[src/rtl/bwss_ram.sv]
// ----------------------------------------------------------------------------
// bwss_ram
// Generic single write port, single read port RAM with registered read.
// ----------------------------------------------------------------------------
`default_nettype none

module bwss_ram #(
   parameter int WIDTH = 16,
   parameter int DEPTH = 256
) (
   input  wire logic                     clock,
   input  wire logic                     wr_en,
   input  wire logic [$clog2(DEPTH)-1:0] wr_addr,
   input  wire logic [WIDTH-1:0]         wr_data,
   input  wire logic                     rd_en,
   input  wire logic [$clog2(DEPTH)-1:0] rd_addr,
   output logic      [WIDTH-1:0]         rd_data
);

   logic [WIDTH-1:0] mem_ff [DEPTH];

   always_ff @(posedge clock) begin
      if (wr_en) begin
         mem_ff[wr_addr] <= wr_data;
      end
      if (rd_en) begin
         rd_data <= mem_ff[rd_addr];
      end
   end

endmodule

`default_nettype wire

[config.mk]
export PLATFORM = sky130hd
export DESIGN_NAME = bwss_ram
export DESIGN_NICKNAME = d
export VERILOG_FILES = /design/src/rtl/bwss_ram.sv
export SDC_FILE = /design/constraint.sdc
export NUM_CORES = 2
export LEC_CHECK = 0
export BUFFER_PORTS_ARGS = -buffer_cell sky130_fd_sc_hd__buf_2
export CAP_MARGIN = 10
export CORE_AREA = 2 2 591 593
export DETAILED_ROUTE_END_ITERATION = 8
export DIE_AREA = 0 0 593 595
export MAX_ROUTING_LAYER = met4
export PLACE_DENSITY_LB_ADDON = 0.1
export RECOVER_POWER = 50
export REMOVE_ABC_BUFFERS = 1
export SYNTH_ARGS = -nofsm -noshare
export SYNTH_HDL_FRONTEND = slang
export SYNTH_SLANG_ARGS = --single-unit
[constraint.sdc]
create_clock -name clock -period 3.3 [get_ports clock]
set_clock_uncertainty 0.15 [all_clocks]
set_input_delay 0.495 -clock clock [delete_from_list [all_inputs] [get_ports clock]]
set_output_delay 0.495 -clock clock [all_outputs]
set_load 0.02 [all_outputs]
==> impl_metrics.toml <==
[outcome]
status = "finished, violations left"
violations = "capacitance limit, slew limit"

[final_layout]
syn_to_final_growth_pct = 16.4
n_fill_cell = 26900
multi_input_area_um2 = 33000
drive_above_1_share = 0.292
seqCellArea_um2 = 123000
num-nets-final = 8454

[cts]
cts.sinks = 4112
numCtsBuffers = 424
clk_path_buf_depth = 4
cts-root-buf = "clkbuf_16"
cts_tree = "yes"
path_clk_slew_ns = 0.06
clkLatencyLatePin_ns = 0.98
htree_levels = 5
postCtsSetupBuffers = 0

[place]
port_buffers = 50
gp_congestion = 0.898
dp_hpwl_um = 285000
dp_slack_ns = -1.18

[synthesis]
ys_top_cells_by_area = "edfxtp_1, mux4_2, mux2i_1, o221ai_1, nor2_1"
synth_edf_count = 4112
synth_commonest_cells = "edfxtp_1, mux4_2, mux2i_1"
synth_seq_cells = 4112
syn_inst = 7360
ys_seq_area_frac = 0.777
yosys.area.top_type = "edfxtp_1"
postSynth.asyncResetShare = 0
synth_cell_types = 51
synth_area_um2 = 159000
ys_warn_count = 0
synth_flop_cell = "edfxtp_1"
yosysMostFrequentCell = "edfxtp_1"
synth_top_area_share = 0.777
avgSynthCellArea_um2 = 21.6

[critical_path]
cp.buffers_inverters = 4
critPathLaunchType = "input pin"
crit_fanout = 21
critPathTopFamily = "multiplexers"
path_cells = "buf_12 -> buf_12 -> buf_4 -> mux4_2 -> mux4_2 -> a22o_1 -> o32ai_1 -> buf_4 -> nor4_1"
cpPeakStageDelay_ns = 0.69
crit_path_end_kind = "flip-flop"
crit_required_ns = 3.86
path_class = "in2reg"
crit_slowest_cell = "o32ai_1"
worstPathArrival_ns = 3.82

[global_routing]
grt_pass1_wl_um = 632000
grt_pass1_vias = 80200
grt-ovfl-total = 0
antenna_found_initial = 37
grt_max_degree = 99
globalRouteTotalUtil = 0.264

[routing]
routed_wl_um = 453000
firstDrtPassIters = 6
wl_per_cell_um = 33.9
vias = 81200
drt_drc_violations_left = 0
viasPerCell = 6.07
drtAntennaViolNets = 0
first_iter_violations = 9976

[sta]
max_freq_mhz = 307
worst_pin_slew_ns = 2.99
hold_viol = 0
fin_ws_ns = 0.0476
setup_violations = 0
slew_headroom = -0.995
post-route-period-util = 0.986
rsz0062_at_grt = "false"
maxSlewViolCount = 1350
period_minus_slack_ns = 3.25

[die]
initial_core_util = 0.458
die_area_um2 = 353000
die_x_um = 593
rows = 217
core_area_um2 = 347000
die_h_um = 595
ios = 51

[power]
power.total_uw = 110000
power_density_nw_per_um2 = 597
ir_worst_vdd_mv = 0.480
leakagePower_uw = 0.0596

[run]
drv_cap = 26

[worst_hold_path]
min_path_type = "in2reg"
-- metal layers --
| metal | wire length, um | vias to the layer above | track usage |
|---|---|---|---|
| met3 | 34600 | 618 | 0.0400 |
| met1 | 190000 | 43700 | 0.372 |
| met4 | 16100 | 0 | 0.0807 |
| met5 | 0 | - | - |
| met2 | 213000 | 3345 | 0.399 |
| li1 | - | 33500 | - |
-- power by group --
group	switching [uW]	internal (uW)	total, uW
Combinational	3860	2300	6160
Clock	19900	26700	46500
Sequential	74.2	57600	57700
-- kinds of logic (layout without fill, tap and decap cells) --
family	after synthesis	in the layout	synth area share
buffers and inverters	456	1859	0.0169
DFF	4112	4112	0.777
and+or+nand+nor	556	556	0.0157
other	0	21	0
muxes	1450	1450	0.155
AOI/OAI and AO/OA	786	786	0.0353
-- sequential cells by signal (all words and copies together), names as in the netlist --
name     count
mem_ff    4096
rd_data     16
-- cell type report --
| type | instances | area share |
|---|---|---|
| sequential | 4112 | 0.668 |
| multi-input combinational | 2792 | 0.178 |
| timing repair buffer | 1085 | 0.0499 |
| tap | 4599 | 0.0311 |
| antenna | 21 | 0.000284 |
| clock inverter | 259 | 0.0126 |
| clock buffer | 511 | 0.0596 |
| inverter | 4 | 0.000149 |
-- worst reg2reg max path: cells and delay by family (launching register included) --
family,cells,cell delay (ns)
and+or+nand+nor,1,0.07
AOI/OAI and AO/OA,2,1.10
DFF,1,0.37
muxes,2,1.00
buffers and inverters,1,0.29
-- layout by cell type (no fill, tap or decap), drive strengths merged, types with 88 or more instances in the layout --
master and count:
a21oi 175, buf 941, clkbuf 638, clkinv 192
edfxtp 4112, mux2 88, mux2i 565, mux4 797
nor2 304, nor3 92, o221ai 253, o22ai 148
-- worst paths after layout --
path                                 start                  endpoint  slack, ns  cells past startpoint
hold reg to reg   mem_ff[96][14]$_DFFE_PP_     rd_data[14]$_DFFE_PP_       1.03                      6
hold / removal                  wr_addr[6]  mem_ff[220][5]$_DFFE_PP_       0.18                      4
setup / recovery                rd_addr[0]      rd_data[5]$_DFFE_PP_       0.05                      9
setup reg to reg   mem_ff[51][5]$_DFFE_PP_      rd_data[5]$_DFFE_PP_       0.09                      6
-- metrics by stage --
step	std cells	hold WS, ns	instance area (um2)	util	setup TNS [ns]
floorplan	6908	0.444	156000	-	-61.68
global placement	12600	0.822	172000	0.495	-12.61
detailed placement	12600	0.828	172000	0.495	-11.85
CTS	13400	0.0843	186000	0.534	0
global route	13400	0.155	185000	0.532	0
finish	13400	0.176	185000	0.532	0
-- what timing repair did --
action                     CTS  global route
hold endpoints to repair   849             0
gates resized for setup      4             0
hold buffers                17             0
setup endpoints to repair    3             0
No activity file was read; power rests on OpenSTA's default activity.
