`src/rtl/bwss_pkg.sv`:
```
// ----------------------------------------------------------------------------
// bwss_pkg
// Shared types and constants of the best window sum search unit.
// ----------------------------------------------------------------------------
`default_nettype none

package bwss_pkg;

   // default sizes of the score table and the day ring
   localparam int DEF_NUM_CATEGORIES = 256;
   localparam int DEF_MAX_DAYS       = 512;

   // field widths of the beats
   localparam int ID_W        = 8;
   localparam int SCORE_W     = 16;
   localparam int START_W     = 10;
   localparam int BSUM_W      = 24;
   localparam int REQ_TDATA_W = 24;
   localparam int RSP_TDATA_W = 40;

   // configuration port
   localparam int WLEN_W      = 10;
   localparam int CCOUNT_W    = 9;
   localparam int CSR_DATA_W  = 16;
   localparam int CSR_IDX_W   = 1;

   localparam logic [WLEN_W-1:0]   WLEN_RESET   = 10'd1;
   localparam logic [CCOUNT_W-1:0] CCOUNT_RESET = 9'd256;
   localparam logic [BSUM_W-1:0]   BSUM_MAX     = 24'hFF_FFFF;

   typedef enum logic [CSR_IDX_W-1:0] {
      CSR_WINDOW_LENGTH  = 1'b0,
      CSR_CATEGORY_COUNT = 1'b1
   } csr_index_type;

   typedef enum logic {
      CMD_LOAD = 1'b0,
      CMD_DAY  = 1'b1
   } cmd_type;

   // control of a day beat in the accumulate stage
   typedef struct packed {
      logic valid;       // a day beat sits in the stage
      logic counted;     // day is scored and enters the ring
      logic sub;         // oldest ring entry leaves the window
      logic full;        // a complete window ends on this day
      logic last;        // end of plan, result goes out
      logic too_long;    // no full window fitted
      logic zero_score;  // category id beyond the table
      logic fwd;         // ring entry is being written by the day ahead
   } s1_ctrl_type;

endpackage

`default_nettype wire

```
`src/rtl/bwss_accum.sv`:
```
// ----------------------------------------------------------------------------
// bwss_accum
// Accumulate stage: running window sum, best window tracking, ring write back
// and the result register.
// ----------------------------------------------------------------------------
`default_nettype none

module bwss_accum #(
   parameter int MAX_DAYS = bwss_pkg::DEF_MAX_DAYS
) (
   input  wire logic                              clock,
   input  wire logic                              reset,
   input  wire bwss_pkg::s1_ctrl_type             s1_ctrl,
   input  wire logic [$clog2(MAX_DAYS)-1:0]       s1_pos,
   input  wire logic [$clog2(MAX_DAYS+1)-1:0]     s1_start,
   input  wire logic [bwss_pkg::SCORE_W-1:0]      tbl_rd_data,
   input  wire logic [bwss_pkg::SCORE_W-1:0]      ring_rd_data,
   output logic                                   stall,
   output logic                                   ring_wr_en,
   output logic [$clog2(MAX_DAYS)-1:0]            ring_wr_addr,
   output logic [bwss_pkg::SCORE_W-1:0]           ring_wr_data,
   output logic                                   rsp_valid,
   input  wire logic                              rsp_ready,
   output logic [bwss_pkg::START_W-1:0]           best_start,
   output logic [bwss_pkg::BSUM_W-1:0]            best_sum,
   output logic                                   window_too_long
);

   localparam int DC_W  = $clog2(MAX_DAYS + 1);
   localparam int SUM_W = bwss_pkg::SCORE_W + $clog2(MAX_DAYS);

   logic signed [SUM_W-1:0]            running_ff, running_in;
   logic signed [SUM_W-1:0]            best_total_ff, best_total_in;
   logic [DC_W-1:0]                    best_day_ff, best_day_in;
   logic signed [bwss_pkg::SCORE_W-1:0] fwd_data_ff;
   logic                               rsp_valid_ff, rsp_valid_in;
   logic [bwss_pkg::START_W-1:0]       best_start_ff, best_start_in;
   logic [bwss_pkg::BSUM_W-1:0]        best_sum_ff, best_sum_in;
   logic                               too_long_ff, too_long_in;

   logic                                advance, step, better;
   logic signed [bwss_pkg::SCORE_W-1:0] s_cur, old;
   logic signed [SUM_W-1:0]             sum_step, best_post;
   logic [DC_W-1:0]                     day_post;
   logic signed [31:0]                  best_w;

   always_comb begin
      stall     = s1_ctrl.valid && s1_ctrl.last && rsp_valid_ff && !rsp_ready;
      advance   = !stall;
      step      = s1_ctrl.valid && s1_ctrl.counted;

      s_cur     = s1_ctrl.zero_score ? '0 : $signed(tbl_rd_data);
      old       = s1_ctrl.fwd ? fwd_data_ff : $signed(ring_rd_data);
      sum_step  = running_ff - (s1_ctrl.sub ? SUM_W'(old) : '0) + SUM_W'(s_cur);

      // strictly greater keeps the earliest start
      better    = step && s1_ctrl.full && (sum_step > best_total_ff);
      best_post = better ? sum_step : best_total_ff;
      day_post  = better ? s1_start : best_day_ff;

      best_w    = 32'(best_post);

      ring_wr_en   = advance && step;
      ring_wr_addr = s1_pos;
      ring_wr_data = s_cur;
   end

   always_comb begin
      running_in    = running_ff;
      best_total_in = best_total_ff;
      best_day_in   = best_day_ff;
      if (advance && s1_ctrl.valid) begin
         if (s1_ctrl.last) begin
            running_in    = '0;
            best_total_in = '0;
            best_day_in   = DC_W'(1);
         end else begin
            running_in    = step ? sum_step : running_ff;
            best_total_in = best_post;
            best_day_in   = day_post;
         end
      end

      rsp_valid_in  = rsp_valid_ff;
      best_start_in = best_start_ff;
      best_sum_in   = best_sum_ff;
      too_long_in   = too_long_ff;
      if (advance && s1_ctrl.valid && s1_ctrl.last) begin
         rsp_valid_in  = 1'b1;
         best_start_in = bwss_pkg::START_W'(day_post);
         if (best_w < 32'sd0) begin
            best_sum_in = '0;
         end else if (best_w > 32'(bwss_pkg::BSUM_MAX)) begin
            best_sum_in = bwss_pkg::BSUM_MAX;
         end else begin
            best_sum_in = best_w[bwss_pkg::BSUM_W-1:0];
         end
         too_long_in   = s1_ctrl.too_long;
      end else if (rsp_ready) begin
         rsp_valid_in  = 1'b0;
      end
   end

   always_ff @(posedge clock) begin
      if (reset) begin
         running_ff    <= '0;
         best_total_ff <= '0;
         best_day_ff   <= DC_W'(1);
         rsp_valid_ff  <= 1'b0;
      end else begin
         running_ff    <= running_in;
         best_total_ff <= best_total_in;
         best_day_ff   <= best_day_in;
         rsp_valid_ff  <= rsp_valid_in;
      end
   end

   always_ff @(posedge clock) begin
      if (advance) begin
         fwd_data_ff <= s_cur;
      end
      best_start_ff <= best_start_in;
      best_sum_ff   <= best_sum_in;
      too_long_ff   <= too_long_in;
   end

   assign rsp_valid       = rsp_valid_ff;
   assign best_start      = best_start_ff;
   assign best_sum        = best_sum_ff;
   assign window_too_long = too_long_ff;

   a_best_nonneg : assert property (@(posedge clock) disable iff (reset)
      best_total_ff >= 0)
      else $error("best total went negative");

   a_result_issued : assert property (@(posedge clock) disable iff (reset)
      (s1_ctrl.valid && s1_ctrl.last && !stall) |=> rsp_valid_ff)
      else $error("last day left the stage without a result");

   a_no_ring_write_in_stall : assert property (@(posedge clock) disable iff (reset)
      stall |-> !ring_wr_en)
      else $error("ring written while stage held");

endmodule

`default_nettype wire

```
`config.mk`:
```
export PLATFORM = sky130hd
export DESIGN_NAME = bwss_accum
export DESIGN_NICKNAME = d
export VERILOG_FILES = /design/src/rtl/bwss_pkg.sv /design/src/rtl/bwss_accum.sv
export SDC_FILE = /design/constraint.sdc
export NUM_CORES = 1
export LEC_CHECK = 0
export BUFFER_PORTS_ARGS = -buffer_cell sky130_fd_sc_hd__buf_2
export CORE_MARGIN = 3
export CORE_UTILIZATION = 56
export CTS_CLUSTER_SIZE = 40
export DETAILED_ROUTE_END_ITERATION = 16
export GPL_ROUTABILITY_DRIVEN = 0
export PLACE_DENSITY = 0.84
export SKIP_LAST_GASP = 1
export SLEW_MARGIN = 25
export SYNTH_ARGS = -nofsm -noshare
export SYNTH_HDL_FRONTEND = slang
export SYNTH_SLANG_ARGS = --single-unit
export TNS_END_PERCENT = 10
```
`constraint.sdc`:
```
create_clock -name clock -period 13.19 [get_ports clock]
set_input_delay 1.319 -clock clock [delete_from_list [all_inputs] [get_ports clock]]
set_output_delay 1.319 -clock clock [all_outputs]
set_load 0.01 [all_outputs]
```
==> results of run 1 <==
-- cell type report --
| class | instances | share of cell area [%] |
|---|---|---|
| Clock buffer | 10 | 2.818 |
| Clock inverter | 6 | 0.8160 |
| Multi-Input combinational cell | 484 | 46.76 |
| Inverter | 126 | 5.820 |
| Sequential cell | 112 | 33.87 |
| Tap cell | 168 | 2.587 |
| Timing Repair Buffer | 112 | 7.329 |
-- flip-flops by register name (all words and copies together), names as in the netlist --
register         flops
window_too_long      1
best_sum            24
fwd_data_ff         16
best_day_ff         10
best_total_ff       25
running_ff          25
best_start          10
rsp_valid            1
-- worst reg2reg max path, cell delays in order (launching register included) --
cell      delay, ns
edfxtp_1       0.36
mux2_2         0.27
nand2_1        0.09
inv_1          0.23
fa_1           0.56
inv_1          0.04
ha_1           0.36
a21o_1         0.21
a21oi_1        0.20
nor2b_1        0.07
a31oi_1        0.16
o311ai_1       0.17
o31ai_1        0.27
xor2_1         0.41
inv_1          0.08
ha_1           0.30
nand3_1        0.12
nor4_1         0.06
a31oi_1        0.16
nand4_1        0.17
a211oi_4       0.61
buf_4          0.49
mux2_4         0.46
a211oi_1       0.26
-- power groups by stage --
stage | sequential, mW | clock (mW) | combinational, mW
after floorplan | 0.403 | 0 | 0.356
after global placement | 0.400 | 0 | 0.465
after detailed placement | 0.400 | 0 | 0.476
after CTS | 0.393 | 0.282 | 0.479
after global routing | 0.394 | 0.293 | 0.546
final | 0.393 | 0.277 | 0.486
-- synth_stat cells (all sizes together) (2+ instances only) --
| library cell | instances |
|---|---|
| nor2b | 23 |
| o21a | 4 |
| buf | 24 |
| nand4 | 8 |
| o21ai | 13 |
| o211ai | 3 |
| o211a | 2 |
| o311ai | 3 |
| mux2i | 17 |
| xnor2 | 11 |
| and3 | 4 |
| a211oi | 4 |
| nand3 | 11 |
| fa | 24 |
| nand2 | 31 |
| a22oi | 18 |
| mux2 | 11 |
| a31oi | 5 |
| a21o | 10 |
| a21boi | 2 |
| a21oi | 46 |
| a32o | 3 |
| clkbuf | 15 |
| nor3 | 7 |
| and4 | 2 |
| o2bb2ai | 2 |
| xor2 | 9 |
| inv | 126 |
| o31ai | 2 |
| dfxtp | 61 |
| ha | 51 |
| edfxtp | 51 |
| nor3b | 3 |
| o21bai | 3 |
| nand2b | 22 |
| a22o | 36 |
| nor2 | 76 |
| nor4 | 3 |
| nand3b | 2 |
-- through the flow --
stage	setup WS [ns]	area, sq um	instances
after CTS	5.880	8099	1017
after floorplan	6.532	7217	761
after global placement	5.656	7799	1001
after global routing	5.320	8127	1018
after detailed placement	5.505	7804	1001
final	5.806	8127	1018
-- layer usage --
| metal | GRT usage, % | wire length (um) | vias to the layer above |
|---|---|---|---|
| li1 | - | - | 2768 |
| met1 | 31.05 | 7203 | 2667 |
| met2 | 36.26 | 7083 | 197 |
| met3 | 4.807 | 1061 | 31 |
| met4 | 8.017 | 338 | 0 |
| met5 | 0 | 0 | - |
-- cell families after synthesis --
family / Yosys count / synth area share, %
AOI/OAI and AO/OA: 164 / 16.80
xor gates and xnor gates: 20 / 2.531
and+or+nand+nor: 197 / 13.49
adders and majority gates: 75 / 15.50
muxes: 28 / 4.126
buffers and inverters: 165 / 9.414
DFF: 112 / 38.14
-- path summary, 6_finish.rpt --
path | cells past startpoint | to | startpoint
worst max-delay path | 24 | best_sum[1]$_SDFFCE_PP0P_ | s1_ctrl[0]
worst min-delay path | 2 | best_day_ff[0]$_SDFFE_PP1P_ | best_day_ff[0]$_SDFFE_PP1P_
worst max register to register | 23 | best_sum[1]$_SDFFCE_PP0P_ | fwd_data_ff[15]$_DFFE_PN_
worst min register to register | 2 | best_day_ff[0]$_SDFFE_PP1P_ | best_day_ff[0]$_SDFFE_PP1P_
==> flow_summary.yaml, run 1 <==
run_status:
  status: "complete, no violations"
yosys:
  synth_fp_nets: 898
  synthFlopType: "dfxtp_1"
  synth_top_area_share_pct: 21.22
  yosysTopAreaCell: "edfxtp_1"
  synth-seq-cells: 112
  async_reset_ff_share_pct: 0
  synth.area.top_cells: "edfxtp_1 21%, dfxtp_1 17%, ha_1 8.8%, fa_1 6.7%, inv_1 6.5%"
  synth_cell_types: 64
  ys_warn_count: 0
  postSynthCellCount: 761
  syn-cell-area_sq_um: 7217
  yosysSeqAreaShare_pct: 38.14
  synth_area_per_cell_sq_um: 9.483
  synth_edf_count: 51
timing:
  min_period_ns: 7.384
  worst_slew_pin_slew_ns: 0.9417
  drv_slew: 0
  fmax_ghz: 0.1354
  finalCritPeriodShare_pct: 55.98
  setup-violations-final: 0
  hold_viol_final: 0
  skew_ns: 0.006125
  rsz0062_at_grt: "no"
  fin_setup_tns_ns: 0
  hold_ws_ns: 0.4664
  relSlewSlack_pct: 37.22
route:
  ant_nets: 0
  finalWirelength_um: 15690
  wl_per_cell_um: 15.41
  first_pass_iters: 5
  route.vias.total: 5663
  viasPerCell: 5.563
  drt-initial-drc-count: 376
  drc: 0
layout:
  multi_input_area_sq_um: 3800
  seq_area_sq_um: 2753
  antenna_cells: 0
  final_core_util_pct: 66.01
  final_nets: 982
  layout_common_cells: "125 x inv_1, 106 x buf_2, 74 x nor2_1"
  num-fill-cells: 1018
  drive_gt1_share_pct: 17.76
  synthToLayoutAreaGrowth_pct: 12.60
  mostFrequentLayoutCell: "inv_1"
global_routing:
  overflow: 0
  antenna_found_initial: 0
  first_global_vias: 5450
  grt_use_total_pct: 22.80
  grt_max_degree: 40
  grt_pass1_wl_um: 26310
power:
  clkPwrFrac_pct: 24.0
  ir_drop_v: 0.00009324
  power.leakage_nw: 3.722
  powerDensity_nw_per_um2: 142.2
  p_sw_mw: 0.4332
  seqPwrFrac_pct: 34.0
  p_total_mw: 1.155
  power.internal_mw: 0.7221
  pwr-share-comb_pct: 42.1
  switching_share_pct: 37.50
clock_tree:
  post_cts_buffers: 0
  cts_sinks: 112
  clk_pin_slew_ns: 0.07
  cts_buffers: 9
  htreeDepth: 3
  cts-resized-gates: 0
  cts_hold_buf: 0
  clkLatencyLatePin_ns: 0.36
  cts_tree: "built"
  clk_path_buf_depth: 2
  root_buffer: "clkbuf_16"
setup_path:
  worstSetupPathType: "input pin to flip-flop"
  worst_setup_path_end_kind: "flip-flop"
  cpPeakStageDelay_ns: 0.61
  critical_path_required_ns: 13.38
  arrival_ns: 7.58
  reg2reg_slack_ns: 6.93
  crit_family: "compound AO/OA/AOI/OAI gates"
  path_buf_inv: 5
  cp_cell_sequence: "buf_2 -> mux2_2 -> nand2_1 -> inv_1 -> fa_1 -> inv_1 -> ha_1 -> a21o_1 -> a21oi_1 -> nor2b_1 -> a31oi_1 -> o311ai_1 -> o31ai_1 -> xor2_1 -> inv_1 -> ha_1 -> nand3_1 -> nor4_1 -> a31oi_1 -> nand4_1 -> a211oi_4 -> buf_4 -> mux2_4 -> a211oi_1"
  cp_slowest_cell: "a211oi_4"
  startpoint_type: "input pin"
  crit_top_cell: "inv_1"
  crit_fanout: 39
floorplanning:
  die_width_um: 119.5
  core_sq_um: 12310
  dieArea_sq_um: 14290
  initial_core_util_pct: 58.62
  rows: 40
  die_h_um: 119.5
  ios: 125
placed_design:
  port_buffers: 106
  hpwl_um: 11710
min_path:
  hold_class: "flip-flop to flip-flop"
run:
  maxCapViolations: 0
Note: power is estimated with default switching activity, not from simulation.
==> inputs of run 2 (changes only) <==
==> constraint.sdc (replaced) <==
create_clock -name clock -period 7.25 [get_ports clock]
set_input_delay 0.725 -clock clock [delete_from_list [all_inputs] [get_ports clock]]
set_output_delay 0.725 -clock clock [all_outputs]
set_load 0.01 [all_outputs]
==> flow_summary.yaml, run 2 (synthesis gave the netlist of run 1 again) <==
run_status:
  status: "complete, no violations"
layout:
  antenna_cells: 0
  final_nets: 989
  drive_gt1_share_pct: 18.67
  num-fill-cells: 1001
  layout_common_cells: "125 x inv_1, 106 x buf_2, 74 x nor2_1"
  synthToLayoutAreaGrowth_pct: 13.37
  mostFrequentLayoutCell: "inv_1"
route:
  drt-initial-drc-count: 488
  met1_length_um: 7410
  viasPerCell: 5.579
  dr.max_layer_used: "met4"
  route.vias.total: 5718
  wl_met3_um: 1211
  finalWirelength_um: 16110
  wl_per_cell_um: 15.71
  dr_wl_met2_um: 7187
  first_pass_iters: 5
  ant_nets: 0
  drc: 0
power:
  powerDensity_nw_per_um2: 259.2
  power.leakage_nw: 3.760
  ir_drop_v: 0.0001368
clock_tree:
  cts-resized-gates: 0
  clk_path_buf_depth: 2
  cts_tree: "built"
  clk_pin_slew_ns: 0.07
  root_buffer: "clkbuf_16"
  cts_buffers: 9
  cts_hold_buf: 0
  clkLatencyLatePin_ns: 0.36
  cts_sinks: 112
  htreeDepth: 3
  post_cts_buffers: 0
setup_path:
  cp_slowest_cell: "fa_1"
  reg2reg_slack_ns: 1.40
  reg2reg_depth: 23
  worst_setup_path_end_kind: "flip-flop"
  startpoint_type: "input pin"
  crit_fanout: 25
  critical_path_required_ns: 7.55
  arrival_ns: 6.54
  timing.rr.end: "best_total_ff[4]$_SDFFE_PP0P_"
  cpPeakStageDelay_ns: 0.55
  startpoint: "s1_ctrl[0]"
  path_buf_inv: 6
  r2r-start: "fwd_data_ff[1]$_DFFE_PN_"
  crit_top_cell: "inv_1"
  crit_family: "compound AO/OA/AOI/OAI gates"
  worstSetupPathType: "input pin to flip-flop"
floorplanning:
  die_width_um: 119.5
  core_sq_um: 12310
  die_h_um: 119.5
  ios: 125
  rows: 40
  dieArea_sq_um: 14290
  initial_core_util_pct: 58.62
placed_design:
  port_buffers: 106
  dpl_worst_slack_ns: 0.6989
  hpwl_um: 12070
global_routing:
  grt_pass1_wl_um: 26780
  grt_use_total_pct: 23.15
  overflow: 0
  antenna_found_initial: 0
  first_global_vias: 5569
  grt_max_degree: 37
timing:
  hold_viol_final: 0
  setup-violations-final: 0
  drv_slew: 0
  setup_ws_ns: 1.008
  finalCritPeriodShare_pct: 86.10
  fin_setup_tns_ns: 0
  worst_slew_pin_slew_ns: 1.044
  relSlewSlack_pct: 30.42
  skew_ns: 0.009019
  min_period_ns: 6.242
  fmax_ghz: 0.1602
  rsz0062_at_grt: "no"
run:
  maxCapViolations: 0
min_path:
  holdPathStages: 2
  hold_class: "flip-flop to flip-flop"
  hold_start: "best_day_ff[9]$_SDFFE_PP0P_"
  hold_end: "best_day_ff[9]$_SDFFE_PP0P_"
[run 2: cell types whose count changed in the layout (fill, tap and decap cells not counted)]
cell,previous run,this run
buf_4,5,12
bufinv_16,1,0
clkbuf_1,1,0
clkinv_1,1,0
clkinv_4,0,1
clkinv_8,0,2
clkinvlp_4,1,0
inv_6,1,3
inv_8,1,0
[run 2: per-stage QoR]
| step | hold slack [ns] | area, sq um | util (%) | std cells | total power, mW |
|---|---|---|---|---|---|
| floorplan | 0.4257 | 7217 | - | 761 | 1.381 |
| global placement | 0.4442 | 7851 | 63.77 | 1008 | 1.602 |
| detailed placement | 0.4502 | 7856 | 63.81 | 1008 | 1.624 |
| CTS | 0.4606 | 8154 | 66.23 | 1024 | 2.114 |
| global route | 0.4892 | 8182 | 66.45 | 1025 | 2.270 |
| finish | 0.4582 | 8182 | 66.45 | 1025 | 2.121 |
[run 2: how the worst max path moves through the flow]
stage | endpoint | slack (ns) | depth (start not counted)
2_1_floorplan | best_start[1]$_DFFE_PP_ | 1.19 | 20
3_3_place_gp | best_sum[1]$_SDFFCE_PP0P_ | 0.84 | 21
3_5_place_dp | best_total_ff[4]$_SDFFE_PP0P_ | 0.70 | 26
4_1_cts | best_total_ff[4]$_SDFFE_PP0P_ | 0.99 | 26
5_1_grt | best_total_ff[7]$_SDFFE_PP0P_ | 0.54 | 26
6_report | best_total_ff[4]$_SDFFE_PP0P_ | 1.01 | 26
[run 2: area by class of cell]
| type | instances | area, sq um | area share (%) |
|---|---|---|---|
| Tap cell | 168 | 210.2 | 2.569 |
| Multi-Input combinational cell | 484 | 3800 | 46.44 |
| Inverter | 126 | 473.0 | 5.781 |
| Timing Repair Buffer | 119 | 648.1 | 7.922 |
| Clock inverter | 7 | 72.57 | 0.8870 |
| Sequential cell | 112 | 2753 | 33.64 |
| Clock buffer | 9 | 225.2 | 2.753 |
[run 2: power by group]
group / switching, mW / internal [mW] / leakage, nW
registers: 0.0134 / 0.701 / 1.02
clock network: 0.247 / 0.243 / 0.146
logic: 0.556 / 0.361 / 2.60
total: 0.816 / 1.30 / 3.76
[run 2: worst reg2reg max path: cells and delay by family (launching register included)]
kind | cells | cell delay [ns]
AOI/OAI and AO/OA | 10 | 2.46
adders and majority gates | 3 | 1.26
buffers and inverters | 3 | 0.68
and+or+nand+nor | 5 | 0.54
DFF | 1 | 0.39
xor gates and xnor gates | 1 | 0.31
muxes | 1 | 0.14
[run 2: metal layers]
metal,GRT usage (%),vias to the layer above
li1,-,2776
met1,32.89,2672
met2,36.16,242
met3,4.006,28
met4,7.588,0
met5,0,-
==> inputs of run 3 (changes only) <==
--- a/config.mk
+++ b/config.mk
@@ -8,6 +8,7 @@
 export BUFFER_PORTS_ARGS = -buffer_cell sky130_fd_sc_hd__buf_2
 export CORE_MARGIN = 3
 export CORE_UTILIZATION = 56
+export CTS_BUF_LIST = sky130_fd_sc_hd__clkbuf_8
 export CTS_CLUSTER_SIZE = 40
 export DETAILED_ROUTE_END_ITERATION = 16
 export GPL_ROUTABILITY_DRIVEN = 0
==> flow_summary.yaml, run 3 (synthesis gave the netlist of run 1 again) <==
timing:
  drv_slew: 0
  skew_ns: 0.01246
  setup-violations-final: 0
  worst_slew_pin_slew_ns: 1.029
  fin_setup_tns_ns: 0
  min_period_ns: 6.199
  fmax_ghz: 0.1613
  rsz0062_at_grt: "no"
  finalCritPeriodShare_pct: 85.50
  hold_viol_final: 0
  relSlewSlack_pct: 31.38
route:
  drt-initial-drc-count: 496
  route.vias.total: 5672
  drc: 0
  viasPerCell: 5.534
  wl_per_cell_um: 15.49
  ant_nets: 0
  finalWirelength_um: 15870
  first_pass_iters: 5
clock_tree:
  cts_sinks: 112
  clk_pin_slew_ns: 0.11
  cts_tree: "built"
  htreeDepth: 3
  root_buffer: "clkbuf_8"
  cts_buffers: 9
  cts-resized-gates: 0
  clkLatencyLatePin_ns: 0.39
  cts_hold_buf: 0
  post_cts_buffers: 0
  clk_path_buf_depth: 2
layout:
  drive_gt1_share_pct: 18.67
  antenna_cells: 0
  final_nets: 989
  synthToLayoutAreaGrowth_pct: 11.96
  num-fill-cells: 1018
  layout_common_cells: "125 x inv_1, 106 x buf_2, 74 x nor2_1"
  mostFrequentLayoutCell: "inv_1"
  stdcell_count: 1025
power:
  seqPwrFrac_pct: 35.8
  p_sw_mw: 0.7989
  power.internal_mw: 1.196
  p_total_mw: 1.995
  powerDensity_nw_per_um2: 246.9
  pwr-share-comb_pct: 45.8
  clkPwrFrac_pct: 18.4
  switching_share_pct: 40.04
  ir_drop_v: 0.0001101
  power.leakage_nw: 3.714
setup_path:
  startpoint_type: "input pin"
  startpoint: "s1_ctrl[0]"
  arrival_ns: 6.53
  worstSetupPathType: "input pin to flip-flop"
  crit_fanout: 25
  r2r-start: "fwd_data_ff[15]$_DFFE_PN_"
  critical_path_required_ns: 7.58
  worst_setup_path_end_kind: "flip-flop"
min_path:
  hold_start: "best_day_ff[9]$_SDFFE_PP0P_"
  hold_class: "flip-flop to flip-flop"
global_routing:
  grt_use_total_pct: 22.82
  overflow: 0
  first_global_vias: 5496
  grt_max_degree: 37
  grt_pass1_wl_um: 26440
  antenna_found_initial: 0
placed_design:
  port_buffers: 106
  hpwl_um: 12070
  dp_cells: 1008
floorplanning:
  die_h_um: 119.5
  initial_core_util_pct: 58.62
  ios: 125
  die_width_um: 119.5
  core_sq_um: 12310
  dieArea_sq_um: 14290
  rows: 40
run_status:
  status: "complete, no violations"
run:
  maxCapViolations: 0
[run 3: cell counts in the layout (fill, tap and decap cells not counted)]
No cell type changed its count.
[run 3: path summary, 6_finish.rpt]
path	end	slack, ns	cells after the start
worst max-delay path	best_total_ff[4]$_SDFFE_PP0P_	1.05	26
worst min-delay path	best_day_ff[9]$_SDFFE_PP0P_	0.46	2
worst max register to register	best_total_ff[4]$_SDFFE_PP0P_	1.41	25
worst min register to register	best_day_ff[9]$_SDFFE_PP0P_	0.46	2
[run 3: metrics by stage]
| stage | utilization (%) | setup WS [ns] | instance area (sq um) | hold slack (ns) |
|---|---|---|---|---|
| 6_report | 65.63 | 1.051 | 8080 | 0.4648 |
| 5_1_grt | 65.63 | 0.6434 | 8080 | 0.4834 |
| 4_1_cts | 65.41 | 1.078 | 8053 | 0.4657 |
| 3_5_place_dp | 63.81 | 0.6989 | 7856 | 0.4502 |
| 3_3_place_gp | 63.77 | 0.8437 | 7851 | 0.4442 |
| 2_1_floorplan | - | 1.186 | 7217 | 0.4257 |
[run 3: final cells by class]
class                   count  area, sq um  area share, %
clock inverters             7        72.57         0.8981
multi-input cells         484         3800          47.03
repair buffers            119        648.1          8.021
well taps                 168        210.2          2.601
clock buffers               9        123.9          1.533
inverters                 126        473.0          5.853
flip-flops and latches    112         2753          34.07
[run 3: layer usage]
layer	wire length, um	GRT usage (%)
met2	7000	35.24
met3	1090	3.864
met1	7521	32.83
met5	0	0
met4	261	7.516
[run 3: power by group through the flow]
stage	logic [mW]	clock network, mW	registers (mW)
finish	0.914	0.368	0.714
global route	1.02	0.405	0.717
CTS	0.901	0.375	0.714
detailed placement	0.896	0	0.728
global placement	0.875	0	0.728
floorplan	0.648	0	0.733
[run 3: critical path, stage by stage]
cell and delay (ns):
buf_2 0.28, mux2_2 0.37, nand2_1 0.09, inv_1 0.20
fa_1 0.55, inv_1 0.04, ha_1 0.36, a21o_1 0.21
a21oi_1 0.18, nor2b_1 0.07, a31oi_1 0.15, o311ai_1 0.16
o31ai_1 0.27, xor2_1 0.34, inv_1 0.08, ha_1 0.29
a21o_1 0.18, nand2_1 0.07, nand3_1 0.08, a2111oi_2 0.45
a211oi_4 0.12, buf_4 0.23, nor2_1 0.10, o21a_1 0.35
buf_4 0.37, a22o_1 0.18
