## src/rtl/bwss_pkg.sv

```systemverilog
// ----------------------------------------------------------------------------
// bwss_pkg
// Shared types and constants of the best window sum search unit.
// ----------------------------------------------------------------------------
`default_nettype none

package bwss_pkg;

   // default sizes of the score table and the day ring
   localparam int DEF_NUM_CATEGORIES = 256;
   localparam int DEF_MAX_DAYS       = 512;

   // field widths of the beats
   localparam int ID_W        = 8;
   localparam int SCORE_W     = 16;
   localparam int START_W     = 10;
   localparam int BSUM_W      = 24;
   localparam int REQ_TDATA_W = 24;
   localparam int RSP_TDATA_W = 40;

   // configuration port
   localparam int WLEN_W      = 10;
   localparam int CCOUNT_W    = 9;
   localparam int CSR_DATA_W  = 16;
   localparam int CSR_IDX_W   = 1;

   localparam logic [WLEN_W-1:0]   WLEN_RESET   = 10'd1;
   localparam logic [CCOUNT_W-1:0] CCOUNT_RESET = 9'd256;
   localparam logic [BSUM_W-1:0]   BSUM_MAX     = 24'hFF_FFFF;

   typedef enum logic [CSR_IDX_W-1:0] {
      CSR_WINDOW_LENGTH  = 1'b0,
      CSR_CATEGORY_COUNT = 1'b1
   } csr_index_type;

   typedef enum logic {
      CMD_LOAD = 1'b0,
      CMD_DAY  = 1'b1
   } cmd_type;

   // control of a day beat in the accumulate stage
   typedef struct packed {
      logic valid;       // a day beat sits in the stage
      logic counted;     // day is scored and enters the ring
      logic sub;         // oldest ring entry leaves the window
      logic full;        // a complete window ends on this day
      logic last;        // end of plan, result goes out
      logic too_long;    // no full window fitted
      logic zero_score;  // category id beyond the table
      logic fwd;         // ring entry is being written by the day ahead
   } s1_ctrl_type;

endpackage

`default_nettype wire

```

## src/rtl/bwss_front.sv

```systemverilog
// ----------------------------------------------------------------------------
// bwss_front
// Accept stage: table clearing pass, score loads, ring pointer and day count,
// memory read issue and the control register of the accumulate stage.
// ----------------------------------------------------------------------------
`default_nettype none

module bwss_front #(
   parameter int NUM_CATEGORIES = bwss_pkg::DEF_NUM_CATEGORIES,
   parameter int MAX_DAYS       = bwss_pkg::DEF_MAX_DAYS
) (
   input  wire logic                              clock,
   input  wire logic                              reset,
   input  wire logic                              req_valid,
   input  wire logic                              req_cmd,
   input  wire logic [bwss_pkg::ID_W-1:0]         req_id,
   input  wire logic [bwss_pkg::SCORE_W-1:0]      req_score,
   input  wire logic                              req_last,
   output logic                                   req_ready,
   input  wire logic [bwss_pkg::WLEN_W-1:0]       win_len,
   input  wire logic [bwss_pkg::CCOUNT_W-1:0]     cat_count,
   input  wire logic                              stall,
   output logic                                   tbl_wr_en,
   output logic [$clog2(NUM_CATEGORIES)-1:0]      tbl_wr_addr,
   output logic [bwss_pkg::SCORE_W-1:0]           tbl_wr_data,
   output logic                                   tbl_rd_en,
   output logic [$clog2(NUM_CATEGORIES)-1:0]      tbl_rd_addr,
   output logic                                   ring_rd_en,
   output logic [$clog2(MAX_DAYS)-1:0]            ring_rd_addr,
   output bwss_pkg::s1_ctrl_type                  s1_ctrl,
   output logic [$clog2(MAX_DAYS)-1:0]            s1_pos,
   output logic [$clog2(MAX_DAYS+1)-1:0]          s1_start
);

   localparam int CAT_W = $clog2(NUM_CATEGORIES);
   localparam int RP_W  = $clog2(MAX_DAYS);
   localparam int DC_W  = $clog2(MAX_DAYS + 1);
   localparam int CW0   = (DC_W > bwss_pkg::WLEN_W) ? DC_W : bwss_pkg::WLEN_W;
   localparam int CW    = ((CW0 > RP_W + 1) ? CW0 : RP_W + 1) + 1;

   logic                  clr_active_ff, clr_active_in;
   logic [CAT_W-1:0]      clr_addr_ff, clr_addr_in;
   logic [RP_W-1:0]       ring_pos_ff, ring_pos_in;
   logic [DC_W-1:0]       day_count_ff, day_count_in;
   bwss_pkg::s1_ctrl_type s1_ctrl_ff, s1_ctrl_in;
   logic [RP_W-1:0]       s1_pos_ff, s1_pos_in;
   logic [DC_W-1:0]       s1_start_ff, s1_start_in;

   logic            accept, is_day, fits, counted, full, too_long, id_ok, load_ok;
   logic [CW-1:0]   len_w, dc_w, pos_w, max_w, pos_inc_w, dc_next_w, dc_after_w;
   logic [RP_W-1:0] pos0, pos_next;
   logic [DC_W-1:0] dc_next, start;

   always_comb begin
      req_ready  = !clr_active_ff && !stall;
      accept     = req_valid && req_ready;
      is_day     = (req_cmd == bwss_pkg::CMD_DAY);

      len_w      = CW'(win_len);
      dc_w       = CW'(day_count_ff);
      pos_w      = CW'(ring_pos_ff);
      max_w      = CW'(MAX_DAYS);
      fits       = (win_len != '0) && (len_w <= max_w);
      counted    = fits && (dc_w < max_w);

      // pointer wraps if the window was shortened
      pos0       = ((pos_w >= len_w) || (pos_w >= max_w)) ? '0 : ring_pos_ff;
      pos_inc_w  = CW'(pos0) + CW'(1);
      pos_next   = (pos_inc_w >= len_w) ? '0 : RP_W'(pos_inc_w);

      dc_next    = day_count_ff + DC_W'(1);
      dc_next_w  = CW'(dc_next);
      full       = (dc_next_w >= len_w);
      start      = DC_W'(dc_next_w - len_w + CW'(1));
      dc_after_w = counted ? dc_next_w : dc_w;
      too_long   = !fits || (dc_after_w < len_w);

      id_ok      = (32'(req_id) < 32'(NUM_CATEGORIES));
      load_ok    = id_ok && ({1'b0, req_id} < cat_count);
   end

   // table write port: clearing pass after reset, then score loads
   always_comb begin
      if (clr_active_ff) begin
         tbl_wr_en   = 1'b1;
         tbl_wr_addr = clr_addr_ff;
         tbl_wr_data = '0;
      end else begin
         tbl_wr_en   = accept && !is_day && load_ok;
         tbl_wr_addr = CAT_W'(req_id);
         tbl_wr_data = req_score;
      end
      tbl_rd_en    = accept && is_day && id_ok;
      tbl_rd_addr  = CAT_W'(req_id);
      ring_rd_en   = accept && is_day && counted;
      ring_rd_addr = pos0;
   end

   always_comb begin
      clr_active_in = clr_active_ff;
      clr_addr_in   = clr_addr_ff;
      if (clr_active_ff) begin
         clr_addr_in = clr_addr_ff + CAT_W'(1);
         if (clr_addr_ff == CAT_W'(NUM_CATEGORIES - 1)) begin
            clr_active_in = 1'b0;
         end
      end

      ring_pos_in  = ring_pos_ff;
      day_count_in = day_count_ff;
      if (accept && is_day) begin
         if (req_last) begin
            ring_pos_in  = '0;
            day_count_in = '0;
         end else if (counted) begin
            ring_pos_in  = pos_next;
            day_count_in = dc_next;
         end
      end

      s1_ctrl_in  = s1_ctrl_ff;
      s1_pos_in   = s1_pos_ff;
      s1_start_in = s1_start_ff;
      if (!stall) begin
         s1_ctrl_in.valid      = accept && is_day;
         s1_ctrl_in.counted    = counted;
         s1_ctrl_in.sub        = (dc_w >= len_w);
         s1_ctrl_in.full       = full;
         s1_ctrl_in.last       = req_last;
         s1_ctrl_in.too_long   = too_long;
         s1_ctrl_in.zero_score = !id_ok;
         // the entry is written by the day leaving the stage at this edge
         s1_ctrl_in.fwd        = s1_ctrl_ff.valid && s1_ctrl_ff.counted &&
                                 (s1_pos_ff == pos0);
         s1_pos_in             = pos0;
         s1_start_in           = start;
      end
   end

   always_ff @(posedge clock) begin
      if (reset) begin
         clr_active_ff <= 1'b1;
         clr_addr_ff   <= '0;
         ring_pos_ff   <= '0;
         day_count_ff  <= '0;
         s1_ctrl_ff    <= '0;
      end else begin
         clr_active_ff <= clr_active_in;
         clr_addr_ff   <= clr_addr_in;
         ring_pos_ff   <= ring_pos_in;
         day_count_ff  <= day_count_in;
         s1_ctrl_ff    <= s1_ctrl_in;
      end
   end

   always_ff @(posedge clock) begin
      s1_pos_ff   <= s1_pos_in;
      s1_start_ff <= s1_start_in;
   end

   assign s1_ctrl  = s1_ctrl_ff;
   assign s1_pos   = s1_pos_ff;
   assign s1_start = s1_start_ff;

   a_day_count_range : assert property (@(posedge clock) disable iff (reset)
      32'(day_count_ff) <= 32'(MAX_DAYS))
      else $error("day count beyond ring depth");

   a_plan_restart : assert property (@(posedge clock) disable iff (reset)
      (accept && is_day && req_last) |=> (day_count_ff == '0 && ring_pos_ff == '0))
      else $error("run state not cleared after last day");

   a_no_accept_in_clear : assert property (@(posedge clock) disable iff (reset)
      clr_active_ff |-> !(tbl_rd_en || ring_rd_en || s1_ctrl_in.valid))
      else $error("day accepted during table clearing");

endmodule

`default_nettype wire

```

## config.mk

```make
export PLATFORM = sky130hd
export DESIGN_NAME = bwss_front
export DESIGN_NICKNAME = d
export VERILOG_FILES = /design/src/rtl/bwss_pkg.sv /design/src/rtl/bwss_front.sv
export SDC_FILE = /design/constraint.sdc
export NUM_CORES = 1
export LEC_CHECK = 0
export ABC_AREA = 0
export ABC_CLOCK_PERIOD_IN_PS = 6000
export BUFFER_PORTS_ARGS = -buffer_cell sky130_fd_sc_hd__buf_2
export CORE_ASPECT_RATIO = 0.75
export CORE_MARGIN = 2
export CORE_UTILIZATION = 55
export CTS_BUF_LIST = sky130_fd_sc_hd__clkbuf_2
export DETAILED_ROUTE_END_ITERATION = 16
export HOLD_SLACK_MARGIN = 0.15
export PLACE_DENSITY = 0.95
export SYNTH_ARGS = -nofsm -noshare
export SYNTH_HDL_FRONTEND = slang
export SYNTH_SLANG_ARGS = --single-unit
```

## constraint.sdc

```tcl
create_clock -name clock -period 6 [get_ports clock]
set_clock_uncertainty 0.1 [all_clocks]
set_input_delay 0.9 -clock clock [delete_from_list [all_inputs] [get_ports clock]]
set_output_delay 0.9 -clock clock [all_outputs]
set_load 0.05 [all_outputs]
```

==> results of run 1 <==
-- state kept, by name (all words and copies together), names as in the netlist --
signal,count
s1_start,10
s1_ctrl,7
clr_addr_ff,8
clr_active_ff,1
ring_pos_ff,9
s1_pos,9
day_count_ff,10
-- routing by layer --
layer  up-vias  GRT usage (%)  wire length [um]
met5         -              0                 0
met3        24          3.768              1000
li1       2024              -                 -
met4         0          8.516               238
met2       208          42.65              5580
met1      1895          33.32              4847
-- report_power, final --
group / switching [mW] / total, mW / internal [mW]
Clock: 0.133 / 0.207 / 0.0742
Combinational: 0.113 / 0.167 / 0.0533
Sequential: 0.00661 / 0.399 / 0.392
-- stage by stage --
| step | instances | hold WS (ns) | setup slack, ns | total power, mW |
|---|---|---|---|---|
| 2_1_floorplan | 514 | 0.3678 | 0.3339 | 0.5247 |
| 3_3_place_gp | 712 | 0.3641 | 0.7559 | 0.5646 |
| 3_5_place_dp | 712 | 0.3779 | 0.4369 | 0.5719 |
| 4_1_cts | 720 | 0.4066 | 0.9660 | 0.7730 |
| 5_1_grt | 720 | 0.4150 | 0.5625 | 0.8052 |
| 6_report | 720 | 0.4019 | 0.9210 | 0.7730 |
-- cell families after synthesis --
group,count (synthesis)
multiplexers,10
AO/OA/AOI/OAI,120
AND/OR/NAND/NOR,148
other,1
flip-flops,54
XOR/XNOR,36
adder cells (fa/ha/maj),73
buffers and inverters,72
-- how the worst max path moves through the flow --
stage                    start                          end  slack [ns]  cells after the start
finish              win_len[4]  ring_pos_ff[4]$_SDFFE_PP0P_        0.92                     21
global route        win_len[2]  ring_pos_ff[3]$_SDFFE_PP0P_        0.56                     22
CTS                 win_len[4]  ring_pos_ff[3]$_SDFFE_PP0P_        0.97                     21
detailed placement  win_len[4]  ring_pos_ff[3]$_SDFFE_PP0P_        0.44                     21
global placement    win_len[4]  ring_pos_ff[7]$_SDFFE_PP0P_        0.76                     21
floorplan           win_len[4]  ring_pos_ff[5]$_SDFFE_PP0P_        0.33                     20
-- cell type report --
| type | instances | area, um^2 | share of cell area [%] |
|---|---|---|---|
| clock buffers | 5 | 25.02 | 0.4760 |
| clock inverters | 3 | 47.55 | 0.9043 |
| inverters | 44 | 165.2 | 3.141 |
| multi-input cells | 388 | 3007 | 57.19 |
| flip-flops and latches | 54 | 1271 | 24.18 |
| well taps | 105 | 131.4 | 2.499 |
| repair buffers | 121 | 610.6 | 11.61 |
-- critical path: stages --
cell and delay [ns]:
buf_2 0.11, inv_1 0.16, ha_1 0.28, a211o_1 0.30, a31oi_1 0.19, o22a_1 0.34
and2_1 0.22, ha_1 0.23, and3_1 0.26, and3_1 0.25, and3_1 0.25, xnor2_1 0.16
nor2_1 0.06, ha_1 0.19, or4_1 0.45, a21oi_1 0.13, o21ai_0 0.15, a2111oi_2 0.32
buf_4 0.24, a21oi_1 0.09, a31oi_1 0.16
-- cell usage after synthesis (3+ instances only) --
cell type,instances,area [um^2]
edfxtp_1,19,570.6
buf_1,3,11.26
or4_4,3,33.78
o21ai_1,4,20.02
a21oi_1,27,135.1
a2111oi_0,3,26.28
o31ai_1,6,45.04
buf_4,9,67.56
nand3_1,11,55.05
clkbuf_1,9,33.78
nand4_1,4,25.02
inv_1,43,161.4
and2_1,6,37.54
a31oi_1,10,62.56
a221oi_1,3,26.28
o211ai_1,3,22.52
xor2_1,15,131.4
nand2b_1,12,75.07
o21bai_1,4,30.03
buf_2,5,25.02
or2_2,3,18.77
or3_1,4,25.02
o21ai_0,17,85.08
nand2_1,23,86.33
fa_1,5,100.1
nor2b_1,20,125.1
o22ai_1,4,25.02
mux2_2,8,90.09
o21a_1,6,45.04
dfxtp_1,35,700.7
and3_1,14,87.58
a21o_1,10,75.07
nor2_1,36,135.1
ha_1,68,850.8
xnor2_1,21,183.9
==> impl_metrics.json, run 1 <==
{
  "status": "finished, final reports clean",
  "hpwl_um": 9218,
  "synthXorXnorAreaFrac_pct": 6.850,
  "irDropWorstVdd_mv": 0.08793,
  "async_reset_ff_share_pct": 0,
  "rr_worst_depth": 19,
  "start_util_pct": 57.63,
  "finalHoldViolCount": 0,
  "p_leak_nw": 2.689,
  "fin_setup_tns_ns": 0,
  "grt_usage_pct": 25.48,
  "ff2ff_setup_slack_ns": 0.98,
  "ys.flop_type": "dfxtp_1",
  "hp-start": "s1_ctrl[5]$_SDFFE_PP0N_",
  "core_area_mm2": 0.007988,
  "grt_pass1_vias": 3899,
  "n_antenna_cell": 0,
  "synth-seq-cells": 54,
  "holdPathEnd": "s1_ctrl[5]$_SDFFE_PP0N_",
  "vias": 4151,
  "wire_per_inst_um": 16.20,
  "slew_headroom_pct": 27.23,
  "holdPathStages": 2,
  "chipHeight_um": 83.23,
  "cts.sinks": 54,
  "die-area_mm2": 0.009125,
  "fin_crit_ns": 5.079,
  "clock_latency_ns": 0.48,
  "synth_simple_gate_area_share_pct": 17.59,
  "synth_warnings": 0,
  "synth_compound_area_share_pct": 17.75,
  "antenna_found_initial": 0,
  "syn-cell-area_mm2": 0.004603,
  "cts_hold_buffers": 0,
  "reg2reg_from": "ring_pos_ff[4]$_SDFFE_PP0P_",
  "rsz0062_at_grt": "false",
  "path_clk_slew_ns": 0.32,
  "setup_viol": 0,
  "syn_nets": 636,
  "htree_levels": 2,
  "drtIter0Drc": 373,
  "cp-start-kind": "input pin",
  "io_buffers": 119,
  "synthDistinctLibCells": 68,
  "maxCapViolCount": 0,
  "slew_viol_final": 0,
  "gr-total-overflow": 0,
  "power_density_mw_per_mm2": 147.0,
  "post-cts-setup-buffers": 0,
  "mostFrequentLayoutCell": "buf_2",
  "cts_tree": "yes",
  "place_area_mm2": 0.005185,
  "drive_above_1_share_pct": 24.23,
  "synth_sequential_area_ratio_pct": 27.62,
  "crit_type": "input pin to register",
  "synth_top_family_by_area": "adder cells",
  "grt_max_degree": 34,
  "avgViaCountPerCell": 5.765,
  "min_path_type": "register to register",
  "syn_inst": 514,
  "place.gp.congestion": 0.9232,
  "cp-end-kind": "register",
  "num_io_pins": 121,
  "max_freq_mhz": 196.9,
  "r2r_end": "ring_pos_ff[4]$_SDFFE_PP0P_",
  "syn_avg_cell_area_um2": 8.956,
  "drt_drc_violations_left": 0,
  "worstPathMaxFanout": 12,
  "nFillCells": 629,
  "worstMarginPinSlew_ns": 1.090,
  "cp_data_arrival_time_ns": 5.43,
  "first_pass_iters": 6,
  "clock-root-buffer": "clkbuf_2",
  "post-route-util_pct": 65.82,
  "cts_made_buffers": 5,
  "rows": 28,
  "crit_required_ns": 6.35,
  "fin_crit_sh_pct": 84.65,
  "layout_common_cells": "119 x buf_2, 68 x ha_1, 43 x inv_1, 36 x nor2_1, 35 x dfxtp_1",
  "areaGrowthSynthToFinish_pct": 14.22,
  "design.final.nets": 736,
  "grt_pass1_wl_um": 18650,
  "synth_fa_ha_area_share_pct": 20.66,
  "ctsResizeCount": 0,
  "drt-total-wl_um": 11670,
  "drtAntennaViolNets": 0,
  "final_area_mm2": 0.005258,
  "synth_mux_area_share_pct": 2.392,
  "synth_edf_count": 19,
  "die_w_um": 109.6,
  "cts_buffer_depth": 2
}
Note: power is estimated with default switching activity, not from simulation.
==> run 2: changes to the inputs <==
--- a/config.mk
+++ b/config.mk
@@ -6,15 +6,15 @@
 export NUM_CORES = 1
 export LEC_CHECK = 0
 export ABC_AREA = 0
-export ABC_CLOCK_PERIOD_IN_PS = 6000
+export ABC_CLOCK_PERIOD_IN_PS = 4200
 export BUFFER_PORTS_ARGS = -buffer_cell sky130_fd_sc_hd__buf_2
 export CORE_ASPECT_RATIO = 0.75
 export CORE_MARGIN = 2
-export CORE_UTILIZATION = 55
+export CORE_UTILIZATION = 50
 export CTS_BUF_LIST = sky130_fd_sc_hd__clkbuf_2
 export DETAILED_ROUTE_END_ITERATION = 16
 export HOLD_SLACK_MARGIN = 0.15
-export PLACE_DENSITY = 0.95
+export PLACE_DENSITY = 0.91
 export SYNTH_ARGS = -nofsm -noshare
 export SYNTH_HDL_FRONTEND = slang
 export SYNTH_SLANG_ARGS = --single-unit
==> constraint.sdc (replaced) <==
create_clock -name clock -period 4.2 [get_ports clock]
set_clock_uncertainty 0.1 [all_clocks]
set_input_delay 0.63 -clock clock [delete_from_list [all_inputs] [get_ports clock]]
set_output_delay 0.63 -clock clock [all_outputs]
set_load 0.05 [all_outputs]
==> impl_metrics.json, run 2 (synthesis gave the netlist of run 1 again) <==
{
  "place.gp.congestion": 0.8607,
  "maxCapViolCount": 0,
  "hpwl_um": 9566,
  "fin_crit_sh_pct": 101.6,
  "slew_viol_final": 0,
  "routed-wl-met2_um": 5847,
  "cts_made_buffers": 5,
  "worstMarginPinSlew_ns": 0.5762,
  "gr-total-overflow": 0,
  "drive_above_1_share_pct": 34.04,
  "slew_headroom_pct": 60.59,
  "p_leak_nw": 2.889,
  "wire_per_inst_um": 16.12,
  "drt-total-wl_um": 12410,
  "top_layer": "met4",
  "design.final.nets": 779,
  "worstPathMaxFanout": 6,
  "rsz0062_at_grt": "true",
  "grt_pass1_vias": 4207,
  "die_w_um": 114.8,
  "path_clk_slew_ns": 0.30,
  "avgViaCountPerCell": 5.770,
  "drt_drc_violations_left": 0,
  "grt_max_degree": 30,
  "antenna_found_initial": 0,
  "total_power_mw": 1.107,
  "clock-root-buffer": "clkbuf_2",
  "cts.sinks": 54,
  "violations": "negative setup slack",
  "fin_crit_ns": 4.266,
  "clock_latency_ns": 0.46,
  "drtIter0Drc": 327,
  "crit_type": "register to register",
  "cts_tree": "yes",
  "cp-end-kind": "register",
  "status": "finished, violations left",
  "seq_area_mm2": 0.001275,
  "n_antenna_cell": 0,
  "place_inst": 752,
  "drtAntennaViolNets": 0,
  "grt_pass1_wl_um": 19350,
  "irDropWorstVdd_mv": 0.1109,
  "htree_levels": 2,
  "areaGrowthSynthToFinish_pct": 25.52,
  "crit_required_ns": 4.50,
  "multi_input_area_mm2": 0.003188,
  "core_area_mm2": 0.009009,
  "cts_buffer_depth": 2,
  "setup_viol": 5,
  "finalNonFillerCells": 770,
  "io_buffers": 119,
  "fin_setup_tns_ns": -0.1427,
  "place_area_mm2": 0.005549,
  "grt_usage_pct": 23.84,
  "cp_data_arrival_time_ns": 4.57,
  "min_path_type": "input pin to register",
  "finalWorstSetupSlack_ns": -0.06574,
  "max_freq_mhz": 234.4,
  "mostFrequentLayoutCell": "buf_2",
  "post-route-util_pct": 64.14,
  "chipHeight_um": 87.10,
  "start_util_pct": 51.10,
  "power_density_mw_per_mm2": 191.5,
  "vias": 4443,
  "wl_met1_um": 5291,
  "finalHoldViolCount": 0,
  "num_io_pins": 121,
  "layout_common_cells": "119 x buf_2, 61 x ha_1, 44 x buf_4, 40 x inv_1, 35 x nor2_1",
  "rows": 30,
  "cp-start-kind": "register",
  "nFillCells": 683,
  "first_pass_iters": 5,
  "die-area_mm2": 0.009998,
  "wl_met3_um": 893,
  "final_area_mm2": 0.005778
}
run 2: cell count changes in the layout (fill, tap and decap cells not counted), sizes merged:
cell | previous run | this run
inv | 45 | 41
clkinv | 1 | 3
clkinvlp | 0 | 2
buf | 121 | 164
run 2: critical path, stage by stage, from the launching register on:
cell,delay (ns)
dfxtp_2,0.43
ha_4,0.20
a211o_1,0.33
a31oi_4,0.17
buf_6,0.12
o22ai_4,0.06
nor2_4,0.15
ha_4,0.15
and3_4,0.19
and3_4,0.20
and3_4,0.20
xnor2_2,0.11
nor2_1,0.08
ha_2,0.19
or4_4,0.42
a21oi_2,0.13
o21ai_2,0.09
a2111oi_4,0.41
buf_4,0.23
nand2b_1,0.09
a31oi_1,0.15
run 2: worst paths after layout:
| kind | startpoint | to | slack (ns) | cells past startpoint |
|---|---|---|---|---|
| worst min register to register | s1_ctrl[5]$_SDFFE_PP0N_ | s1_ctrl[5]$_SDFFE_PP0N_ | 0.42 | 2 |
| worst max-delay path | ring_pos_ff[4]$_SDFFE_PP0P_ | ring_pos_ff[4]$_SDFFE_PP0P_ | -0.07 | 20 |
| worst min-delay path | req_last | day_count_ff[9]$_SDFFE_PP0P_ | 0.35 | 2 |
| worst max register to register | ring_pos_ff[4]$_SDFFE_PP0P_ | ring_pos_ff[4]$_SDFFE_PP0P_ | -0.07 | 20 |
run 2: layout make-up:
cell class              count  area share [%]
multi-input cells         388           55.18
flip-flops and latches     54           22.07
repair buffers            164           16.22
inverters                  44           2.988
well taps                 112           2.425
clock inverters             3          0.6929
clock buffers               5          0.4331
run 2: power breakdown:
part           switching [mW]  internal, mW  total, mW
combinational           0.171        0.0882      0.260
clock                   0.179        0.0987      0.278
sequential            0.00928         0.560      0.569
run 2: stage by stage:
step | hold slack, ns | worst slack, ns
floorplan | 0.3678 | -0.4323
global placement | 0.3716 | -0.1978
detailed placement | 0.3811 | -0.4222
CTS | 0.3432 | 0.01066
global route | 0.3284 | -0.1890
finish | 0.3452 | -0.06574
run 2: repair_timing:
action,4_1_cts,5_1_grt
pin swaps,1,21
cloned,1,0
setup buffers,1,8
endpoints found under the setup margin,7,9
hold buffers,0,0
resized for setup,5,15
run 2: routing by layer:
| metal | track usage (%) | vias to the layer above |
|---|---|---|
| met5 | 0 | - |
| met4 | 8.872 | 0 |
| met3 | 4.106 | 44 |
| met2 | 40.40 | 207 |
| met1 | 30.65 | 2076 |
| li1 | - | 2116 |
==> run 3: changes to the inputs <==
--- a/config.mk
+++ b/config.mk
@@ -8,13 +8,12 @@
 export ABC_AREA = 0
 export ABC_CLOCK_PERIOD_IN_PS = 4200
 export BUFFER_PORTS_ARGS = -buffer_cell sky130_fd_sc_hd__buf_2
-export CORE_ASPECT_RATIO = 0.75
 export CORE_MARGIN = 2
 export CORE_UTILIZATION = 50
 export CTS_BUF_LIST = sky130_fd_sc_hd__clkbuf_2
 export DETAILED_ROUTE_END_ITERATION = 16
 export HOLD_SLACK_MARGIN = 0.15
-export PLACE_DENSITY = 0.91
+export PLACE_DENSITY = 0.79
 export SYNTH_ARGS = -nofsm -noshare
 export SYNTH_HDL_FRONTEND = slang
 export SYNTH_SLANG_ARGS = --single-unit
==> constraint.sdc (replaced) <==
create_clock -name clock -period 4.2 [get_ports clock]
set_clock_uncertainty 0.1 [all_clocks]
set_input_delay 0.63 -clock clock [delete_from_list [all_inputs] [get_ports clock]]
set_output_delay 0.63 -clock clock [all_outputs]
set_load 0.01 [all_outputs]
==> impl_metrics.json, run 3 (synthesis gave the netlist of run 1 again) <==
{
  "crit_type": "register to register",
  "cts_tree": "yes",
  "hold_slack_ns": 0.3100,
  "grt_max_degree": 34,
  "drtIter0Drc": 214,
  "gr-total-overflow": 0,
  "grt_pass1_vias": 4106,
  "cts_made_buffers": 5,
  "cp_data_arrival_time_ns": 4.48,
  "maxCapViolCount": 0,
  "antenna_found_initial": 0,
  "areaGrowthSynthToFinish_pct": 24.35,
  "grt_most_used_layer": "met2",
  "max_stage_delay_ns": 0.51,
  "die-area_mm2": 0.009990,
  "grtUsageMet2_pct": 41.48,
  "p_leak_nw": 2.861,
  "drive_above_1_share_pct": 33.84,
  "status": "finished, final reports clean",
  "htree_levels": 2,
  "worstPathMaxFanout": 6,
  "cp-end-kind": "register",
  "min_path_type": "input pin to register",
  "rsz0062_at_grt": "true",
  "place.gp.congestion": 0.8352,
  "drt-total-wl_um": 12030,
  "fin_crit_ns": 4.167,
  "use_met1_pct": 29.36,
  "setup_viol": 0,
  "crit_required_ns": 4.51,
  "wire_per_inst_um": 15.74,
  "chipHeight_um": 99.95,
  "clock_latency_ns": 0.48,
  "slew_viol_final": 0,
  "cts.sinks": 54,
  "rows": 35,
  "total_power_uw": 988.8,
  "first_pass_iters": 7,
  "worstMarginPinSlew_ns": 0.5965,
  "design.final.nets": 774,
  "finalWorstSetupSlack_ns": 0.03321,
  "mostFrequentLayoutCell": "buf_2",
  "n_antenna_cell": 0,
  "slew_headroom_pct": 59.21,
  "finalHoldViolCount": 0,
  "io_buffers": 119,
  "layout_common_cells": "119 x buf_2, 60 x ha_1, 39 x inv_1, 38 x buf_4, 35 x nor2_1",
  "drtAntennaViolNets": 0,
  "power_density_mw_per_mm2": 172.7,
  "cts_buffer_depth": 2,
  "start_util_pct": 50.78,
  "use_met3_pct": 3.064,
  "cp_slowest_cell": "or4_4",
  "drt_drc_violations_left": 0,
  "vias": 4323,
  "grt_usage_pct": 23.60,
  "num_io_pins": 121,
  "hpwl_um": 9210,
  "fin_crit_sh_pct": 99.21,
  "irDropWorstVdd_mv": 0.1334,
  "cp_cell_sequence": "ha_4 -> a211o_1 -> a31oi_4 -> o22a_1 -> and2_4 -> ha_4 -> and3_4 -> and3_4 -> buf_6 -> xnor2_2 -> nor2_1 -> ha_2 -> or4_4 -> a21oi_2 -> o21ai_2 -> a2111oi_4 -> buf_4 -> a21oi_1 -> a31oi_1",
  "core_area_mm2": 0.009065,
  "avgViaCountPerCell": 5.658,
  "cts_hold_buffers": 0,
  "cp-start-kind": "register",
  "clock-root-buffer": "clkbuf_2",
  "max_freq_mhz": 240.0,
  "path_clk_slew_ns": 0.32,
  "pre_cts_slack_ns": -0.3899,
  "die_w_um": 99.95,
  "grt_pass1_wl_um": 19200
}
[run 3: worst paths after layout]
path	slack, ns	start	depth (start not counted)	end
max	0.03	ring_pos_ff[4]$_SDFFE_PP0P_	19	ring_pos_ff[7]$_SDFFE_PP0P_
max reg2reg	0.03	ring_pos_ff[4]$_SDFFE_PP0P_	19	ring_pos_ff[7]$_SDFFE_PP0P_
min	0.31	req_last	2	day_count_ff[9]$_SDFFE_PP0P_
min reg2reg	0.41	s1_ctrl[5]$_SDFFE_PP0N_	2	s1_ctrl[5]$_SDFFE_PP0N_
[run 3: timing repair]
action,in CTS,in global routing
endpoints found under the hold margin,0,0
pin swaps,17,17
gates resized for setup,14,12
setup endpoints to repair,5,9
buffers inserted,4,3
gates cloned,1,0
[run 3: critical path: cells and delay by family, from the launching register on]
kind,cells,cell delay (ns)
AOI/OAI and AO/OA,8,1.54
and+or+nand+nor,5,1.10
adders and majority gates,3,0.53
DFF,1,0.44
buffers and inverters,2,0.32
xor gates and xnor gates,1,0.09
[run 3: final cells by class]
type / count / area (um^2)
Sequential cell: 54 / 1275
Multi-Input combinational cell: 388 / 3192
Clock inverter: 2 / 13.76
Fill cell: 765 / 3341
Tap cell: 111 / 138.9
Clock buffer: 6 / 30.03
Inverter: 44 / 171.4
Timing Repair Buffer: 159 / 903.4
[run 3: through the flow]
step,instance area (um^2),setup TNS [ns],std cells,util (%)
2_1_floorplan,4690,-1.840,514,-
3_3_place_gp,5502,-1.400,748,60.69
3_5_place_dp,5502,-2.746,748,60.69
4_1_cts,5637,0,761,62.18
5_1_grt,5724,-0.7161,764,63.15
6_report,5724,0,764,63.15
[run 3: power breakdown]
part	switching, mW	internal (mW)	leakage, nW
registers	0.00986	0.560	0.474
logic	0.107	0.0865	2.35
clock network	0.181	0.0442	0.0330
total	0.298	0.691	2.86
[run 3: metal layers]
metal | up-vias | routed length [um]
met2 | 151 | 6073
met4 | 0 | 259
met1 | 2051 | 5089
met3 | 24 | 604
li1 | 2097 | -
met5 | - | 0
